### src/rtl/core/los_pkg.sv
`default_nettype none

package los_pkg;

  localparam int unsigned MAX_OBSTACLES_DEF = 256;

  // configuration port
  localparam int unsigned CFG_IDX_W  = 2;
  localparam int unsigned CFG_DATA_W = 16;

  typedef enum logic [CFG_IDX_W-1:0] {
    CFG_LOOKAHEAD  = 2'd0,
    CFG_HALF_WIDTH = 2'd1,
    CFG_COS_THRESH = 2'd2
  } cfg_idx_e;

  localparam logic [CFG_DATA_W-1:0] LOOKAHEAD_RST  = 16'd1920;
  localparam logic [CFG_DATA_W-1:0] HALF_WIDTH_RST = 16'd384;
  localparam logic [CFG_DATA_W-1:0] COS_THRESH_RST = 16'd29491;

  // registers hold the squared limits
  localparam logic [2*CFG_DATA_W-1:0] LSQ_RST = 32'(LOOKAHEAD_RST) * 32'(LOOKAHEAD_RST);
  localparam logic [2*CFG_DATA_W-1:0] WSQ_RST = 32'(HALF_WIDTH_RST) * 32'(HALF_WIDTH_RST);
  localparam logic [2*CFG_DATA_W-1:0] CSQ_RST = 32'(COS_THRESH_RST) * 32'(COS_THRESH_RST);

  typedef struct packed {
    logic signed [23:0] car_x;
    logic signed [23:0] car_y;
    logic signed [23:0] car_vx;
    logic signed [23:0] car_vy;
    logic signed [23:0] obstacle_x;
    logic signed [23:0] obstacle_y;
    logic               last_in_scan;
  } in_t;

  typedef struct packed {
    logic       found;
    logic [7:0] lead_index;
  } out_t;

  typedef enum logic [1:0] {
    ST_IDLE,
    ST_RUN,
    ST_DRAIN,
    ST_DONE
  } ctrl_state_e;

  // multiplier operand sources
  typedef enum logic [4:0] {
    OPND_DX,
    OPND_DY,
    OPND_VX,
    OPND_VY,
    OPND_DOT_LO,
    OPND_DOT_HI,
    OPND_CRS_LO,
    OPND_CRS_HI,
    OPND_D2_LO,
    OPND_D2_HI,
    OPND_V2_LO,
    OPND_V2_HI,
    OPND_DV_0,
    OPND_DV_1,
    OPND_DV_2,
    OPND_C2,
    OPND_L2,
    OPND_W2
  } opnd_e;

  typedef enum logic [2:0] {
    SH_0,
    SH_32,
    SH_33,
    SH_64,
    SH_96
  } shift_e;

  // where a finished sum goes
  typedef enum logic [3:0] {
    DST_NONE,
    DST_DOT,
    DST_CRS,
    DST_D2,
    DST_V2,
    DST_DOT2,
    DST_CRS2,
    DST_D2V2,
    DST_LV,
    DST_WV,
    DST_RHS
  } dest_e;

  typedef struct packed {
    opnd_e  a_sel;
    opnd_e  b_sel;
    shift_e sh;
    logic   first;
    logic   sub;
    dest_e  dest;
  } uop_t;

  typedef struct packed {
    logic capture;
    logic issue;
    uop_t uop;
    logic commit;
  } cmd_t;

  typedef struct packed {
    logic last;
  } sts_t;

  localparam int unsigned NUM_STEPS = 25;
  localparam int unsigned STEP_W    = $clog2(NUM_STEPS);

  function automatic uop_t mk_uop(opnd_e a, opnd_e b, shift_e sh, logic first, logic sub,
                                  dest_e dest);
    uop_t u;
    u.a_sel = a;
    u.b_sel = b;
    u.sh    = sh;
    u.first = first;
    u.sub   = sub;
    u.dest  = dest;
    return u;
  endfunction

  // multiply-accumulate program for one obstacle
  function automatic uop_t ucode(input logic [STEP_W-1:0] step);
    uop_t u;
    case (step)
      5'd0:    u = mk_uop(OPND_DX,     OPND_VX,     SH_0,  1'b1, 1'b0, DST_NONE);
      5'd1:    u = mk_uop(OPND_DY,     OPND_VY,     SH_0,  1'b0, 1'b0, DST_DOT);
      5'd2:    u = mk_uop(OPND_VX,     OPND_DY,     SH_0,  1'b1, 1'b0, DST_NONE);
      5'd3:    u = mk_uop(OPND_VY,     OPND_DX,     SH_0,  1'b0, 1'b1, DST_CRS);
      5'd4:    u = mk_uop(OPND_DX,     OPND_DX,     SH_0,  1'b1, 1'b0, DST_NONE);
      5'd5:    u = mk_uop(OPND_DY,     OPND_DY,     SH_0,  1'b0, 1'b0, DST_D2);
      5'd6:    u = mk_uop(OPND_VX,     OPND_VX,     SH_0,  1'b1, 1'b0, DST_NONE);
      5'd7:    u = mk_uop(OPND_VY,     OPND_VY,     SH_0,  1'b0, 1'b0, DST_V2);
      5'd8:    u = mk_uop(OPND_DOT_LO, OPND_DOT_LO, SH_0,  1'b1, 1'b0, DST_NONE);
      5'd9:    u = mk_uop(OPND_DOT_LO, OPND_DOT_HI, SH_33, 1'b0, 1'b0, DST_NONE);
      5'd10:   u = mk_uop(OPND_DOT_HI, OPND_DOT_HI, SH_64, 1'b0, 1'b0, DST_DOT2);
      5'd11:   u = mk_uop(OPND_CRS_LO, OPND_CRS_LO, SH_0,  1'b1, 1'b0, DST_NONE);
      5'd12:   u = mk_uop(OPND_CRS_LO, OPND_CRS_HI, SH_33, 1'b0, 1'b0, DST_NONE);
      5'd13:   u = mk_uop(OPND_CRS_HI, OPND_CRS_HI, SH_64, 1'b0, 1'b0, DST_CRS2);
      5'd14:   u = mk_uop(OPND_D2_LO,  OPND_V2_LO,  SH_0,  1'b1, 1'b0, DST_NONE);
      5'd15:   u = mk_uop(OPND_D2_LO,  OPND_V2_HI,  SH_32, 1'b0, 1'b0, DST_NONE);
      5'd16:   u = mk_uop(OPND_D2_HI,  OPND_V2_LO,  SH_32, 1'b0, 1'b0, DST_NONE);
      5'd17:   u = mk_uop(OPND_D2_HI,  OPND_V2_HI,  SH_64, 1'b0, 1'b0, DST_D2V2);
      5'd18:   u = mk_uop(OPND_L2,     OPND_V2_LO,  SH_0,  1'b1, 1'b0, DST_NONE);
      5'd19:   u = mk_uop(OPND_L2,     OPND_V2_HI,  SH_32, 1'b0, 1'b0, DST_LV);
      5'd20:   u = mk_uop(OPND_W2,     OPND_V2_LO,  SH_0,  1'b1, 1'b0, DST_NONE);
      5'd21:   u = mk_uop(OPND_W2,     OPND_V2_HI,  SH_32, 1'b0, 1'b0, DST_WV);
      5'd22:   u = mk_uop(OPND_DV_0,   OPND_C2,     SH_0,  1'b1, 1'b0, DST_NONE);
      5'd23:   u = mk_uop(OPND_DV_1,   OPND_C2,     SH_32, 1'b0, 1'b0, DST_NONE);
      5'd24:   u = mk_uop(OPND_DV_2,   OPND_C2,     SH_64, 1'b0, 1'b0, DST_RHS);
      default: u = mk_uop(OPND_DX,     OPND_DX,     SH_0,  1'b1, 1'b0, DST_NONE);
    endcase
    return u;
  endfunction

endpackage

`default_nettype wire

### src/rtl/core/los_ctrl.sv
`default_nettype none

module los_ctrl (
  input  logic           clk_i,
  input  logic           rst_ni,
  input  logic           in_valid_i,
  output logic           in_stall_o,
  output logic           out_valid_o,
  input  logic           out_stall_i,
  input  los_pkg::sts_t  sts_i,
  output los_pkg::cmd_t  cmd_o
);
  import los_pkg::*;

  ctrl_state_e       state_q, state_d;
  logic [STEP_W-1:0] step_q, step_d;
  logic              out_valid_q, out_valid_d;
  logic              out_free;

  assign out_free = !out_valid_q || !out_stall_i;

  always_comb begin
    state_d = state_q;
    step_d  = step_q;
    case (state_q)
      ST_IDLE: begin
        step_d = '0;
        if (in_valid_i) begin
          state_d = ST_RUN;
        end
      end
      ST_RUN: begin
        if (step_q == STEP_W'(NUM_STEPS - 1)) begin
          state_d = ST_DRAIN;
        end else begin
          step_d = step_q + 1'b1;
        end
      end
      ST_DRAIN: begin
        state_d = ST_DONE;
      end
      ST_DONE: begin
        // the end of a scan waits for the output register to free up
        if (!sts_i.last || out_free) begin
          state_d = ST_IDLE;
        end
      end
      default: begin
        state_d = ST_IDLE;
      end
    endcase
  end

  always_comb begin
    in_stall_o    = (state_q != ST_IDLE);
    cmd_o.capture = (state_q == ST_IDLE) && in_valid_i;
    cmd_o.issue   = (state_q == ST_RUN);
    cmd_o.uop     = ucode(step_q);
    cmd_o.commit  = (state_q == ST_DONE) && (!sts_i.last || out_free);
    out_valid_d   = (out_valid_q && out_stall_i) || (cmd_o.commit && sts_i.last);
  end

  assign out_valid_o = out_valid_q;

  always_ff @(posedge clk_i or negedge rst_ni) begin
    if (!rst_ni) begin
      state_q     <= ST_IDLE;
      step_q      <= '0;
      out_valid_q <= 1'b0;
    end else begin
      state_q     <= state_d;
      step_q      <= step_d;
      out_valid_q <= out_valid_d;
    end
  end

endmodule

`default_nettype wire

### config.mk
export PLATFORM = sky130hd
export DESIGN_NAME = los_ctrl
export DESIGN_NICKNAME = d
export VERILOG_FILES = /design/src/rtl/core/los_pkg.sv /design/src/rtl/core/los_ctrl.sv
export SDC_FILE = /design/constraint.sdc
export NUM_CORES = 1
export LEC_CHECK = 0
export ABC_AREA = 1
export BUFFER_PORTS_ARGS = -buffer_cell sky130_fd_sc_hd__buf_2
export CAP_MARGIN = 40
export CORE_UTILIZATION = 52
export DETAILED_ROUTE_END_ITERATION = 10
export PLACE_DENSITY = 0.8
export SKIP_LAST_GASP = 1
export SYNTH_ARGS = -nofsm -noshare
export SYNTH_HDL_FRONTEND = slang
export SYNTH_SLANG_ARGS = --single-unit
export TNS_END_PERCENT = 5
### constraint.sdc
create_clock -name clk_i -period 2.1 [get_ports clk_i]
set_input_delay 0.21 -clock clk_i [delete_from_list [all_inputs] [get_ports clk_i]]
set_output_delay 0.21 -clock clk_i [all_outputs]
set_load 0.01 [all_outputs]
==> flow_summary_export.csv <==
group,metric,value,unit
clock_network,cts_root_buf,"clkbuf_4",
yosys,synth_warnings,0,
drt,dr_total_vias,1053,
global_route,grt_remaining_overflow,0,
worst_setup_path,critPathRequiredTime,1.89,ns
drt,totalWireLength,2590,um
sta,fin_skew,0.00903,ns
power,vdd_ir_drop_max,0.893,mV
sta,fmax,503,MHz
global_route,grt_usage,26.4,%
yosys,avgSynthCellArea,7.09,um^2
die,dieArea,2200,um^2
finish,layout_common_cells,"nand2_1, buf_2, nand3_1",
global_route,grtUsageMet2,40.8,%
global_route,antenna_found_initial,0,
sta,finalCritPeriodShare,94.6,%
min_path,hp-class,"in -> reg",
placed_design,post-dp-hpwl,1990,um
drt,antenna_left,0,
drt,wl_per_cell,13.0,um
die,io_pins,29,
drt,drc,0,
worst_setup_path,ff2ff_setup_slack,0.60,ns
finish,layout-drive-gt1-share,28.7,%
placed_design,io_buffers,26,
worst_setup_path,startpoint_type,"flop",
worst_setup_path,worstPathArrival,1.78,ns
global_route,grt_pass1_wl,4060,um
clock_network,clockBufferDepth,2,
global_route,grt_use_met1,37.7,%
drt,vias_per_cell,5.29,
yosys,ys_types,28,
yosys,syn_inst,148,
clock_network,cts_tree,"done",
worst_setup_path,worst_path_max_delay_cell,"dfrtp_2",
yosys,synth-seq-cells,8,
worst_setup_path,critical_path.max_stage_delay,0.46,ns
die,core_area,1800,um^2
worst_setup_path,path_max_fanout,9,
sta,setup_slack,0.114,ns
finish,stdcell_count,199,
global_route,grt_pass1_vias,888,
clock_network,clock-sinks,8,
die,die_w,46.9,um
global_route,grtUsageMet3,7.69,%
sta,final.min_clock_period,1.99,ns
finish,fillers,174,
yosys,synthAdderAreaFrac,17.9,%
placed_design,post-place-ws,0.301,ns
power,power_leakage,0.000676,uW
sta,final_hold_viol_count,0,
die,die_h,46.9,um
sta,setup_viol,0,
clock_network,post_cts_buffers,0,
worst_setup_path,worstSetupPathType,"reg -> out",
placed_design,placed_cells,195,
sta,whs,0.201,ns
die,start_util,58.3,%
yosys,synth.area.mux_share,0,%
clock_network,worstSkewPairLatency,0.26,ns
finish,final_common_cell,"nand2_1",
yosys,synth_top_family_by_area,"simple AND/OR/NAND/NOR gates",
sta,slew_viol_final,0,
yosys,synth-xor-area-share,1.67,%
clock_network,cts_made_buffers,3,
worst_setup_path,cp_cell_sequence,"inv_2 -> ha_2 -> nand2_1 -> nand2_1 -> nand2_2 -> inv_2 -> o21ai_0 -> o21ai_0 -> buf_2",
clock_network,cts_max_level,1,
yosys,syn_area,1050,um^2
clock_network,clk_pin_slew,0.06,ns
global_route,grt_max_degree,17,
yosys,synth-simple-area-share,32.8,%
die,rows,15,
power,power.density,1440,nW/um^2
finish,area_growth,13.9,%
drt,drt-initial-drc-count,48,
yosys,yosysSeqAreaShare,19.1,%
run,cap_violations,0,
finish,antenna_cells,0,
global_route,grt.busiest_layer,"met2",
drt,drtPass1Iterations,4,
placed_design,place.gp.congestion,0.956,
worst_setup_path,endpoint_kind,"output pin",
outcome,status,"finished clean",
finish,fin_nets,196,
yosys,synth-compound-area-share,13.8,%
==> report_power, final <==
group / switching (uW) / internal, uW
Sequential: 132 / 220
Clock: 55.0 / 65.6
Combinational: 771 / 477
==> Yosys cell counts, drive strengths merged <==
master	number	area (um^2)
o221ai	1	8.76
o21a	1	7.51
nand3	15	75.1
inv	17	76.3
dfrtp	8	200
buf	7	71.3
nand2	42	180
conb	1	3.75
or2	2	12.5
a21oi	3	15.0
o21ai	14	70.1
o211ai	4	35.0
nor2	12	45.0
ha	15	188
nand4	1	21.3
clkinv	1	3.75
a22o	1	8.76
xor2	2	17.5
nor3	1	10.0
==> stage by stage <==
stage | total power [uW] | TNS (ns) | util [%] | area (um^2)
3_5_place_dp | 1570 | 0 | 64.3 | 1160
6_report | 1720 | 0 | 66.4 | 1200
4_1_cts | 1690 | 0 | 66.1 | 1190
3_3_place_gp | 1540 | 0 | 64.3 | 1160
5_1_grt | 1900 | -0.000902 | 66.4 | 1200
2_1_floorplan | 1250 | 0 | - | 1050
==> critical path, delay by kind of cell (launching register included) <==
family | cells | cell delay (ns)
flip-flops | 1 | 0.46
buffers and inverters | 3 | 0.38
AND/OR/NAND/NOR | 3 | 0.24
adder cells (fa/ha/maj) | 1 | 0.23
AO/OA/AOI/OAI | 2 | 0.21
==> final cells by class <==
| type | instances | area [um^2] | share of cell area (%) |
|---|---|---|---|
| multi-input cells | 116 | 704 | 58.9 |
| flip-flops and latches | 8 | 203 | 16.9 |
| repair buffers | 29 | 155 | 13.0 |
| inverters | 18 | 80.1 | 6.69 |
| well taps | 25 | 31.3 | 2.62 |
| clock buffers | 3 | 22.5 | 1.88 |
==> kinds of logic (layout without fill, tap and decap cells) <==
kind of cell    Yosys count  after routing
other cells               1              2
flops                     8              8
buf+inv                  25             50
fa+ha+maj                15             15
simple gates             73             73
xor+xnor                  2              2
compound gates           24             24
==> registers in the layout (all words and copies together), names as in the netlist <==
signal and cells:
state_q 2, out_valid_o 1, step_q 5
==> repair_timing <==
action / CTS / global route
endpoints found under the hold margin: 8 / 0
hold buffers: 1 / 0
resized for setup: 0 / 5
setup endpoints to repair: 0 / 7
==> metal layers <==
layer | vias to the layer above | share of wire, %
met5 | - | 0
met4 | 0 | 0.27
met3 | 2 | 7.2
met2 | 51 | 47
met1 | 470 | 46
li1 | 530 | -
==> worst paths after layout <==
kind                                 start  cells after the start     endpoint
worst max-delay path             step_q[1]                      9    cmd_o[17]
worst min-delay path                 sts_i                      2  out_valid_o
worst max register to register   step_q[1]                      7   state_q[0]
worst min register to register  state_q[1]                      2   state_q[1]
max in group asynchronous           rst_ni                      2    step_q[2]
min in group asynchronous           rst_ni                      2    step_q[3]
Power figures use the tool's default switching activity.
